[src/rtl/imuq_pkg.sv]
// Shared constants, types and helper functions of the IMU feature quantizer.
`timescale 1ns / 1ps
`default_nettype none
package imuq_pkg;

  // Input field widths (defaults for the top-level parameters)
  localparam int ACCEL_BITS_DEF = 18;
  localparam int GYRO_BITS_DEF  = 17;

  // Clamp limits and magnitude widths
  localparam int ACC_MAG_W = 17;
  localparam int GYR_MAG_W = 14;
  localparam logic [ACC_MAG_W-1:0] ACC_LIM = 17'd65536;   // 8 g
  localparam logic [GYR_MAG_W-1:0] GYR_LIM = 14'd16000;   // 500 dps

  // Gyro magnitude: sum of squares and root
  localparam int SUM_W  = 30;
  localparam logic [SUM_W-1:0] SUM_SAT = 30'd256000000;   // GYR_LIM squared
  localparam int RAD_W  = 28;
  localparam int ROOT_W = 14;
  localparam int REM_W  = 15;
  localparam int SQ_PER_STG = 4;
  localparam int SQ_STAGES  = (ROOT_W + SQ_PER_STG - 1) / SQ_PER_STG;

  // Scaling
  localparam int INV_W  = 24;
  localparam int R_W    = 9;                               // rounded magnitude, max 256
  localparam int ACC_P_W = ACC_MAG_W + INV_W;
  localparam int GYR_P_W = GYR_MAG_W + INV_W;
  localparam logic [ACC_P_W:0] ACC_RND = 42'h0_8000_0000; // half of 2^32
  localparam logic [GYR_P_W:0] GYR_RND = 39'd524288000;   // half of 16000 * 2^16
  localparam int GYR_SH  = 23;                             // 16000 * 2^16 = 125 * 2^23
  localparam int U_W     = 15;
  localparam int RCP_W   = 18;
  localparam logic [RCP_W-1:0] GYR_RCP = 18'd134217;      // floor(2^24 / 125)
  localparam int RCP_SH  = 24;
  localparam logic [U_W:0] GYR_DIV = 16'd125;

  // Configuration port
  localparam int CFG_AW = 4;
  localparam logic [1:0] REG_AXIS_MODE  = 2'd0;
  localparam logic [1:0] REG_INV_SCALE  = 2'd1;
  localparam logic [1:0] REG_ZP_OFS     = 2'd2;
  localparam logic MODE_SIX  = 1'b0;
  localparam logic MODE_FOUR = 1'b1;
  localparam logic [INV_W-1:0] INV_SCALE_RST = 24'h800000;
  localparam logic [2:0] CNT_SIX  = 3'd6;
  localparam logic [2:0] CNT_FOUR = 3'd4;

  // Clamped per-axis magnitudes and signs
  typedef struct packed {
    logic [2:0][ACC_MAG_W-1:0] acc_mag;
    logic [2:0]                acc_neg;
    logic [2:0][GYR_MAG_W-1:0] gyr_mag;
    logic [2:0]                gyr_neg;
  } imuq_axes_t;

  // Square-root working set
  typedef struct packed {
    logic [RAD_W-1:0]  rad;
    logic [REM_W-1:0]  rem;
    logic [ROOT_W-1:0] root;
    logic              sat;
  } imuq_sq_t;

  // One restoring root step: bring down two radicand bits, trial subtract.
  function automatic imuq_sq_t sq_step(input imuq_sq_t x);
    imuq_sq_t             y;
    logic [REM_W+1:0]     rem_sh;
    logic [ROOT_W+1:0]    trial;
    y      = x;
    rem_sh = {x.rem, x.rad[RAD_W-1 -: 2]};
    trial  = {x.root, 2'b01};
    y.rad  = {x.rad[RAD_W-3:0], 2'b00};
    if (rem_sh >= {1'b0, trial}) begin
      y.rem  = REM_W'(rem_sh - {1'b0, trial});
      y.root = {x.root[ROOT_W-2:0], 1'b1};
    end else begin
      y.rem  = rem_sh[REM_W-1:0];
      y.root = {x.root[ROOT_W-2:0], 1'b0};
    end
    return y;
  endfunction

  // Apply sign, add zero point, saturate to int8.
  function automatic logic signed [7:0] sat_feature(input logic neg,
                                                    input logic [R_W-1:0] r,
                                                    input logic signed [7:0] zp);
    logic signed [10:0] rs;
    logic signed [10:0] s;
    rs = $signed({2'b00, r});
    s  = neg ? (11'(zp) - rs) : (11'(zp) + rs);
    if (s > 11'sd127) begin
      return 8'sd127;
    end else if (s < -11'sd128) begin
      return -8'sd128;
    end else begin
      return 8'(s);
    end
  endfunction

endpackage
`default_nettype wire

[src/rtl/imuq_acc_scale.sv]
// Accel lane: magnitude times reciprocal scale, rounded by 2^32.
`timescale 1ns / 1ps
`default_nettype none
module imuq_acc_scale (
  input  logic                             clk,
  input  logic                             rst_n,
  input  logic                             vld_i,
  input  logic [imuq_pkg::ACC_MAG_W-1:0]   mag_i,
  input  logic                             neg_i,
  input  logic [imuq_pkg::INV_W-1:0]       inv_scale_i,
  output logic                             vld_o,
  output logic [imuq_pkg::R_W-1:0]         r_o,
  output logic                             neg_o
);
  import imuq_pkg::*;

  logic [ACC_P_W-1:0] prod1_r;
  logic               neg1_r, neg2_r;
  logic               vld1_r, vld2_r;
  logic [R_W-1:0]     r2_r;
  logic [ACC_P_W:0]   rnd_nxt;

  assign rnd_nxt = {1'b0, prod1_r} + ACC_RND;

  always_ff @(posedge clk) begin
    if (!rst_n) begin
      vld1_r <= 1'b0;
      vld2_r <= 1'b0;
    end else begin
      vld1_r <= vld_i;
      vld2_r <= vld1_r;
    end
  end

  always_ff @(posedge clk) begin
    prod1_r <= ACC_P_W'(mag_i) * ACC_P_W'(inv_scale_i);
    neg1_r  <= neg_i;
    r2_r    <= rnd_nxt[32 +: R_W];
    neg2_r  <= neg1_r;
  end

  assign vld_o = vld2_r;
  assign r_o   = r2_r;
  assign neg_o = neg2_r;

endmodule
`default_nettype wire

[config.mk]
export PLATFORM = sky130hd
export DESIGN_NAME = imuq_acc_scale
export DESIGN_NICKNAME = d
export VERILOG_FILES = /design/src/rtl/imuq_pkg.sv /design/src/rtl/imuq_acc_scale.sv
export SDC_FILE = /design/constraint.sdc
export NUM_CORES = 1
export LEC_CHECK = 0
export BUFFER_PORTS_ARGS = -buffer_cell sky130_fd_sc_hd__buf_2
export CAP_MARGIN = 0
export CELL_PAD_IN_SITES_DETAIL_PLACEMENT = 0
export CELL_PAD_IN_SITES_GLOBAL_PLACEMENT = 1
export CORE_ASPECT_RATIO = 1.75
export CORE_MARGIN = 1.5
export CORE_UTILIZATION = 26
export CTS_CLUSTER_DIAMETER = 50
export CTS_CLUSTER_SIZE = 25
export DETAILED_ROUTE_END_ITERATION = 10
export PLACE_DENSITY = 0.51
export SLEW_MARGIN = 5
export SYNTH_ARGS = -nofsm -noshare
export SYNTH_HDL_FRONTEND = slang
export SYNTH_SLANG_ARGS = --single-unit
[constraint.sdc]
create_clock -name clk -period 7.23 [get_ports clk]
set_input_delay 0.3615 -clock clk [delete_from_list [all_inputs] [get_ports clk]]
set_output_delay 0.3615 -clock clk [all_outputs]
set_load 0.01 [all_outputs]
After elaboration in Yosys (flattened, before gate mapping)
Index checks and enable logic that the tools add are counted.

word-level totals
  register bits after elaboration = 54
  input port bits = 45

operators by class
  add/sub/neg operators = 1
  $mul = 1

operator list
  operator                                                           count
  41-bit by 32-bit adder with 41-bit output (second input constant)  1
  17-bit by 24-bit multiplier with 41-bit output                     1

Depth between registers and ports, before layout
Gate-level depths: netlist of the first run.

  depth after elaboration = 1
  mapped depth = 22

Least setup slack after synthesis of the first run
No wires, ideal clock.

  path kind = in2reg
  start point = input port inv_scale_i[21] in the netlist's numbering
  end point = register prod1_r[38]
  arrival time = 5,712 ps
  required time = 7,135 ps
  path slack = 1,423 ps
  stages on the path = 22
  path buffers = 2
  path through = clkbuf_1 clkbuf_1 nand2_1 fa_1 inv_1 fa_1 inv_1 fa_1 inv_1 fa_1 fa_1 inv_1 fa_1 inv_1 ha_1 nand3_1 nor3_1 a211o_1 a211oi_2 a221o_1 a2111o_1 o311ai_1

on the way
  cells in the longest elaborated chain, start to end = 1

ends and longest elaborated chain
  item                                            line                  text
  start: declaration                              imuq_acc_scale.sv:10  input logic [imuq_pkg::INV_W-1:0] inv_scale_i,
  17-bit by 24-bit multiplier with 41-bit output  imuq_acc_scale.sv:36  prod1_r <= ACC_P_W'(mag_i) * ACC_P_W'(inv_scale_i);
  end signal: assignment                          imuq_acc_scale.sv:36
  end: declaration                                imuq_acc_scale.sv:17  logic [ACC_P_W-1:0] prod1_r;

Every way passes these cells.
A chain may end at the register's enable or synchronous reset.

Worst setup path after layout of the first run
  start point = input port mag_i[3] in the netlist's numbering
  end point = register prod1_r[38]

on the way
  cells in the longest elaborated chain, start to end = 1

ends and longest elaborated chain
  item                                            line                  text
  start: declaration                              imuq_acc_scale.sv:8   input logic [imuq_pkg::ACC_MAG_W-1:0] mag_i,
  17-bit by 24-bit multiplier with 41-bit output  imuq_acc_scale.sv:36

Every way passes these cells.

==> results of run 1 <==
-- logic make-up after synthesis --
kind of cell / synth area share, %
buffers and inverters: 13.7
and+or+nand+nor: 17.1
adders and majority gates: 60.8
AOI/OAI and AO/OA: 3.70
DFF: 3.51
xor gates and xnor gates: 1.13
muxes: 0.0763
-- placed cells by master, fill, tap and decap left out, drive strengths merged, types with 3 or more instances in the layout --
cell type and n:
xor2 3, clkbuf 4, a21oi 27, buf 65, nor2 13, o21ai 9, inv 417, nand2 274
a21o 4, nand2b 4, o211ai 5, dfxtp 23, nor3 3, fa 327, ha 114, a211oi 7
nand3 15, and2 156, xnor2 14, nand4 4
-- per-layer routing --
| metal | vias to the layer above | part of all wire, % | track usage (%) |
|---|---|---|---|
| met5 | - | 0 | 0 |
| met3 | 53 | 1.8 | 0.430 |
| li1 | 4319 | - | - |
| met4 | 0 | 4.0 | 5.88 |
| met1 | 5030 | 35 | 16.6 |
| met2 | 140 | 59 | 34.4 |
-- per-stage QoR --
step                      hold WS [ps]  worst slack (ps)  utilization (%)  instances
after global routing               202               562             28.4       2173
after global placement             316               497             28.3       2169
after detailed placement           315               444             28.3       2169
final                              208               664             28.4       2173
after floorplan                    310              1420                -       1505
after CTS                          203               700             28.4       2173
-- flip-flops by register name, summed over array words and instances (netlist names) --
name,count
vld_o,1
neg_o,1
prod1_r,10
neg1_r,1
vld1_r,1
r_o,9
-- area by class of cell --
cell class	instances	share of cell area [%]
clock buffers	4	0.557
multi-input cells	1004	76.8
repair buffers	65	2.48
flip-flops and latches	23	3.26
well taps	660	5.84
inverters	417	11.1
-- critical path, stage by stage --
cell and delay (ps):
buf_2 490, nand2_1 160, fa_1 530, fa_1 570, fa_1 460, fa_1 540
inv_1 50, fa_1 470, inv_1 50, fa_1 470, inv_1 50, ha_1 460
nand3_1 140, nor2_1 470, nand3_1 190, a32o_1 390, a221o_1 390, a2111o_1 370
o311ai_1 70
-- path summary, 6_finish.rpt --
check,end,cells after the start,start
worst max-delay path,prod1_r[38],19,mag_i[3]
worst min-delay path,neg1_r,1,neg_i
worst max register to register,r_o[8],6,prod1_r[33]
worst min register to register,neg_o,0,neg1_r
==> impl_metrics.json, run 1 <==
{
  "ys_types": 45,
  "port_buffers": 55,
  "drv_cap": 0,
  "drc": 0,
  "dp_hpwl_um": 33400,
  "status": "completed",
  "synth_most_common_cell": "inv_1",
  "yosysWarnings": 0,
  "syn_area_per_cell_um2": 8.72,
  "setup_viol_count_final": 0,
  "drtIter0Drc": 355,
  "num_rows": 108,
  "reg2reg_slack_ps": 5930,
  "max_freq_ghz": 0.152,
  "wire_per_inst_um": 18.6,
  "hold_viol": 0,
  "fin_crit_sh_pct": 90.8,
  "overflow": 0,
  "crit_required_ps": 7390,
  "num_vias": 9542,
  "fill_cells": 5539,
  "path_clk_slew_ps": 60,
  "synth_edf_count": 0,
  "synth_top_cell_by_area": "fa_1",
  "wl_um": 40400,
  "clock-root-buffer": "clkbuf_16",
  "synth.area.top_cells": "fa_1 50%, inv_1 12%, ha_1 11%, nand2_1 7.8%, and2_1 7.4%",
  "n_antenna_cell": 0,
  "cts_made_buffers": 3,
  "setup_tns_ps": 0,
  "synth_common_cells": "417 x inv_1, 327 x fa_1, 274 x nand2_1",
  "tightestPinTransition_ps": 756,
  "grt_pass1_wl_um": 63300,
  "dpl-instance-area_um2": 14100,
  "core_region_area_um2": 49700,
  "multi_input_area_um2": 10900,
  "drive_gt1_share_pct": 5.16,
  "clock_latency_ps": 250,
  "clock-sinks": 23,
  "startpoint_type": "input port",
  "fin_area_um2": 14100,
  "htree_levels": 1,
  "syn_nets": 1991,
  "cts_hold_buf": 0,
  "ant_nets": 0,
  "end_kind": "register",
  "post-route-min-period_ps": 6570,
  "place_congestion": 0.763,
  "synth_area_um2": 13100,
  "grt_max_degree": 25,
  "cts_tree": "yes",
  "finalClockSkew_ps": 2.91,
  "max_slew_margin_pct": 49.3,
  "dieArea_um2": 51900,
  "ys_seq_elements": 23,
  "clock_path_buffers": 2,
  "area_growth_syn_to_layout_pct": 7.81,
  "postCtsSetupBuffers": 0,
  "antenna_found_initial": 1,
  "hold_class": "in -> reg",
  "synth-async-reset-ratio_pct": 0,
  "seqCellArea_um2": 460,
  "grt_pass1_vias": 11000,
  "synth_cells": 1505,
  "start_util_pct": 26.4,
  "vias_per_cell": 4.39,
  "rsz0062_at_grt": "false",
  "cts_resized": 0,
  "ys_seq_area_share_pct": 3.51,
  "nets": 2000,
  "worst_ep_arrival_time_ps": 6720,
  "grt.total_usage_pct": 16.3,
  "slew_viol_final": 0,
  "drt_pass1_iterations": 6,
  "synthFlopType": "dfxtp_1",
  "top_level_ports": 56,
  "path_max_fanout": 24,
  "dieHeight_um": 300,
  "die_x_um": 173,
  "netlist.area_leader.share_pct": 49.9,
  "path_class": "in -> reg"
}
Power of run 1 is not shown: default switching activity piles up to over one toggle a cycle in this logic, so the estimate is an artifact.
==> run 2, diff against run 1 <==
--- a/config.mk
+++ b/config.mk
@@ -9,12 +9,13 @@
 export CAP_MARGIN = 0
 export CELL_PAD_IN_SITES_DETAIL_PLACEMENT = 0
 export CELL_PAD_IN_SITES_GLOBAL_PLACEMENT = 1
-export CORE_ASPECT_RATIO = 1.75
+export CORE_ASPECT_RATIO = 0.9
 export CORE_MARGIN = 1.5
 export CORE_UTILIZATION = 26
 export CTS_CLUSTER_DIAMETER = 50
 export CTS_CLUSTER_SIZE = 25
 export DETAILED_ROUTE_END_ITERATION = 10
+export GPL_ROUTABILITY_DRIVEN = 1
 export PLACE_DENSITY = 0.51
 export SLEW_MARGIN = 5
 export SYNTH_ARGS = -nofsm -noshare
==> constraint.sdc (replaced) <==
create_clock -name clk -period 8 [get_ports clk]
set_input_delay 0.4 -clock clk [delete_from_list [all_inputs] [get_ports clk]]
set_output_delay 0.4 -clock clk [all_outputs]
set_load 0.01 [all_outputs]
==> impl_metrics.json, run 2 (synthesis gave the netlist of run 1 again) <==
{
  "cts_hold_buf": 0,
  "antenna_found_initial": 1,
  "grt_pass1_vias": 10600,
  "core_region_area_um2": 49500,
  "top_level_ports": 56,
  "htree_levels": 1,
  "drt_pass1_iterations": 6,
  "clock_latency_ps": 250,
  "drive_gt1_share_pct": 4.65,
  "fin_crit_sh_pct": 79.1,
  "clock-root-buffer": "clkbuf_16",
  "cts_made_buffers": 3,
  "fill_cells": 5395,
  "max_freq_ghz": 0.158,
  "setup_slack_ps": 1680,
  "startpoint_type": "input port",
  "port_buffers": 55,
  "start_util_pct": 26.5,
  "place_congestion": 0.795,
  "slew_viol_final": 0,
  "hold_depth": 1,
  "dp_worst_setup_slack_ps": 1410,
  "dieHeight_um": 216,
  "rr_endpoint": "r_o[8]",
  "tightestPinTransition_ps": 778,
  "drtIter0Drc": 476,
  "clock_path_buffers": 2,
  "path_clk_slew_ps": 60,
  "mostFrequentLayoutCell": "inv_1",
  "critPathLaunch": "mag_i[2]",
  "vias_per_cell": 4.32,
  "hold_class": "in -> reg",
  "path_max_fanout": 24,
  "reg2reg_slack_ps": 6690,
  "r2r_start": "prod1_r[33]",
  "critical_path.endpoint": "prod1_r[38]",
  "max_slew_margin_pct": 48.1,
  "num_vias": 9391,
  "top_register": "prod1_r",
  "worst-r2r-cell-count": 6,
  "area_growth_syn_to_layout_pct": 7.43,
  "cts_tree": "yes",
  "worst_ep_arrival_time_ps": 6480,
  "setup_tns_ps": 0,
  "setup_viol_count_final": 0,
  "num_rows": 77,
  "wl_um": 38000,
  "multi_input_area_um2": 10900,
  "postCtsSetupBuffers": 0,
  "finalClockSkew_ps": 2.28,
  "drc": 0,
  "rsz0062_at_grt": "false",
  "wire_per_inst_um": 17.5,
  "grt_max_degree": 25,
  "dp_hpwl_um": 29800,
  "largest_register_ff_count": 10,
  "end_kind": "register",
  "grt.total_usage_pct": 15.7,
  "ant_nets": 0,
  "drv_cap": 0,
  "crit_required_ps": 8160,
  "dieArea_um2": 51800,
  "overflow": 0,
  "grt_pass1_wl_um": 62300,
  "die_x_um": 240,
  "status": "completed",
  "post-route-min-period_ps": 6320,
  "nets": 1991,
  "seqCellArea_um2": 460,
  "clock-sinks": 23,
  "final_cell_mix": "417 x inv_1, 327 x fa_1, 274 x nand2_1, 156 x and2_1, 114 x ha_1",
  "hold_viol": 0,
  "path_class": "in -> reg",
  "cts_resized": 0
}
[run 2: final cells by class]
cell class | count | area share (%)
multi-input combinational | 1004 | 77.1
inverter | 417 | 11.1
tap | 671 | 5.96
sequential | 23 | 3.27
timing repair buffer | 56 | 2.01
clock buffer | 3 | 0.533
clock inverter | 1 | 0.0355
antenna | 1 | 0.0178
[run 2: worst min path at each step]
stage / from / end / slack (ps)
2_1_floorplan: neg1_r / neg_o / 310
3_3_place_gp: neg1_r / neg_o / 310
3_5_place_dp: neg1_r / neg_o / 320
4_1_cts: neg_i / neg1_r / 240
5_1_grt: neg_i / neg1_r / 240
6_report: neg_i / neg1_r / 240
[run 2: critical path, cell delays in order]
cell	delay, ps
buf_2	440
nand2_1	160
fa_1	570
fa_1	580
fa_1	440
fa_1	540
inv_1	60
fa_1	490
inv_1	60
fa_1	480
inv_1	50
ha_1	380
nand3_1	110
nor2_1	330
nand3_1	130
a32o_1	400
a221o_1	390
a2111o_1	370
o311ai_1	70
[run 2: metrics by stage]
stage | hold WS [ps] | util [%] | area (um^2) | instances
after floorplan | 310 | - | 13100 | 1505
after global placement | 312 | 28.3 | 14000 | 2171
after detailed placement | 317 | 28.3 | 14000 | 2171
after CTS | 240 | 28.5 | 14100 | 2175
after global routing | 235 | 28.5 | 14100 | 2175
final | 243 | 28.5 | 14100 | 2176
[run 2: routing by layer]
layer | wire (um) | track usage, % | vias to the layer above
met3 | 1150 | 0.662 | 15
met4 | 224 | 1.16 | 0
met1 | 18000 | 22.3 | 4920
li1 | - | - | 4307
met2 | 18600 | 27.4 | 149
met5 | 0 | 0 | -
Power of run 2 is left out for the same reason.
==> run 3, diff against run 2 <==
==> constraint.sdc (replaced) <==
create_clock -name clk -period 6.3 [get_ports clk]
set_input_delay 0.315 -clock clk [delete_from_list [all_inputs] [get_ports clk]]
set_output_delay 0.315 -clock clk [all_outputs]
set_load 0.01 [all_outputs]
==> impl_metrics.json, run 3 (synthesis gave the netlist of run 1 again) <==
{
  "status": "completed",
  "port_buffers": 55,
  "critical_path.endpoint": "prod1_r[38]",
  "tightestPinTransition_ps": 649,
  "p_clk_share_pct": 1.8,
  "path_cells": "clkbuf_4 -> and2_1 -> fa_1 -> inv_1 -> fa_1 -> fa_1 -> fa_1 -> inv_1 -> fa_1 -> inv_1 -> fa_1 -> inv_1 -> ha_1 -> nand3_1 -> nor2_1 -> nand3_1 -> a32o_1 -> a221o_1 -> a2111o_1 -> o311ai_1",
  "drc": 0,
  "fin_crit_sh_pct": 95.3,
  "n_antenna_cell": 0,
  "vias_per_cell": 4.32,
  "path_class": "in -> reg",
  "p_switching_mw": 4.48,
  "power.internal_mw": 3.32,
  "wl_um": 38600,
  "cts_made_buffers": 3,
  "num_vias": 9544,
  "num_rows": 77,
  "cts_hold_buf": 0,
  "pwr_density_cell_nw_per_um2": 541,
  "startpoint_type": "input port",
  "end_kind": "register",
  "clock-sinks": 23,
  "cts_tree": "yes",
  "drt_pass1_iterations": 4,
  "sequentialPowerShare_pct": 3.4,
  "crit_required_ps": 6460,
  "top_register": "prod1_r",
  "postCtsSetupBuffers": 0,
  "dieArea_um2": 51800,
  "nets": 2024,
  "setup_viol_count_final": 0,
  "worst_ep_arrival_time_ps": 6170,
  "grt_max_degree": 25,
  "htree_levels": 1,
  "final_cell_mix": "417 x inv_1, 327 x fa_1, 274 x nand2_1, 156 x and2_1, 114 x ha_1",
  "mostFrequentLayoutCell": "inv_1",
  "critPathSlowestCell": "fa_1",
  "drv_cap": 0,
  "setup_slack_ps": 297,
  "largest_register_ff_count": 10,
  "hold_viol": 0,
  "post-route-min-period_ps": 6000,
  "rsz0062_at_grt": "false",
  "max_slew_margin_pct": 56.7,
  "area_growth_syn_to_layout_pct": 9.87,
  "r2r_start": "prod1_r[33]",
  "switching_share_pct": 57.4,
  "cts_resized": 0,
  "wire_per_inst_um": 17.5,
  "slew_viol_final": 0,
  "antenna_found_initial": 2,
  "die_x_um": 240,
  "drive_gt1_share_pct": 6.70,
  "grt_pass1_wl_um": 62800,
  "start_util_pct": 26.5,
  "clock_path_buffers": 2,
  "cpMostUsedCell": "fa_1",
  "max_freq_ghz": 0.167,
  "place_congestion": 0.813,
  "hp-start": "neg_i",
  "dp_hpwl_um": 32400,
  "critPathMaxStageDelay_ps": 550,
  "dieHeight_um": 216,
  "whs_ps": 163,
  "top_level_ports": 56,
  "combPwrFrac_pct": 94.8,
  "worst-r2r-cell-count": 6,
  "hold_class": "in -> reg",
  "clock_latency_ps": 250,
  "finalClockSkew_ps": 1.68,
  "core_region_area_um2": 49500,
  "overflow": 0,
  "grt_pass1_vias": 10900,
  "grt.total_usage_pct": 15.8,
  "path_clk_slew_ps": 60,
  "clock-root-buffer": "clkbuf_16",
  "dp_worst_setup_slack_ps": -156,
  "critPathLaunch": "mag_i[5]",
  "p_leak_nw": 7.48,
  "path_max_fanout": 24,
  "ir_drop_mv": 0.308,
  "total_power_mw": 7.80,
  "rr_endpoint": "r_o[8]",
  "reg2reg_slack_ps": 5000,
  "ant_nets": 0,
  "drtIter0Drc": 407
}
-- run 3: per-layer routing --
layer | up-vias | wire length [um] | GRT usage [%]
li1 | 4372 | - | -
met1 | 5024 | 18300 | 22.0
met2 | 124 | 19300 | 28.4
met3 | 22 | 723 | 0.382
met4 | 2 | 281 | 1.58
met5 | - | 8 | 0
-- run 3: power groups by stage --
stage               Combinational [mW]  Clock [mW]  Sequential [mW]
global route                      8.60       0.150            0.276
floorplan                         5.39           0            0.275
CTS                               7.56       0.142            0.270
global placement                  7.51           0            0.273
finish                            7.40       0.137            0.268
detailed placement                7.49           0            0.273
-- run 3: stage by stage --
| step | util (%) | TNS [ps] | cells | area (um^2) |
|---|---|---|---|---|
| 6_report | 29.1 | 0 | 2208 | 14400 |
| 5_1_grt | 29.1 | 0 | 2208 | 14400 |
| 4_1_cts | 29.1 | 0 | 2208 | 14400 |
| 3_5_place_dp | 28.9 | -284 | 2204 | 14300 |
| 3_3_place_gp | 28.9 | -260 | 2204 | 14300 |
| 2_1_floorplan | - | 0 | 1505 | 13100 |
-- run 3: worst min path at each step --
stage	end	slack, ps	cells past startpoint
global placement	neg_o	310	0
detailed placement	neg_o	310	0
CTS	neg1_r	160	1
floorplan	neg_o	310	0
finish	neg1_r	160	1
global route	neg1_r	160	1
-- run 3: layout make-up --
cell class              instances  area [um^2]
clock buffers                   3         75.1
clock inverters                 1         5.00
fillers                      5391        35100
inverters                     417         1570
multi-input cells            1004        10900
flip-flops and latches         23          460
well taps                     671          840
repair buffers                 89          606
-- run 3: worst max-delay path: cells and delay by family --
kind	cells	cell delay, ps
simple gates	4	760
buf+inv	5	470
fa+ha+maj	7	3410
compound gates	4	1190
Note: power is estimated with default switching activity, not from simulation.
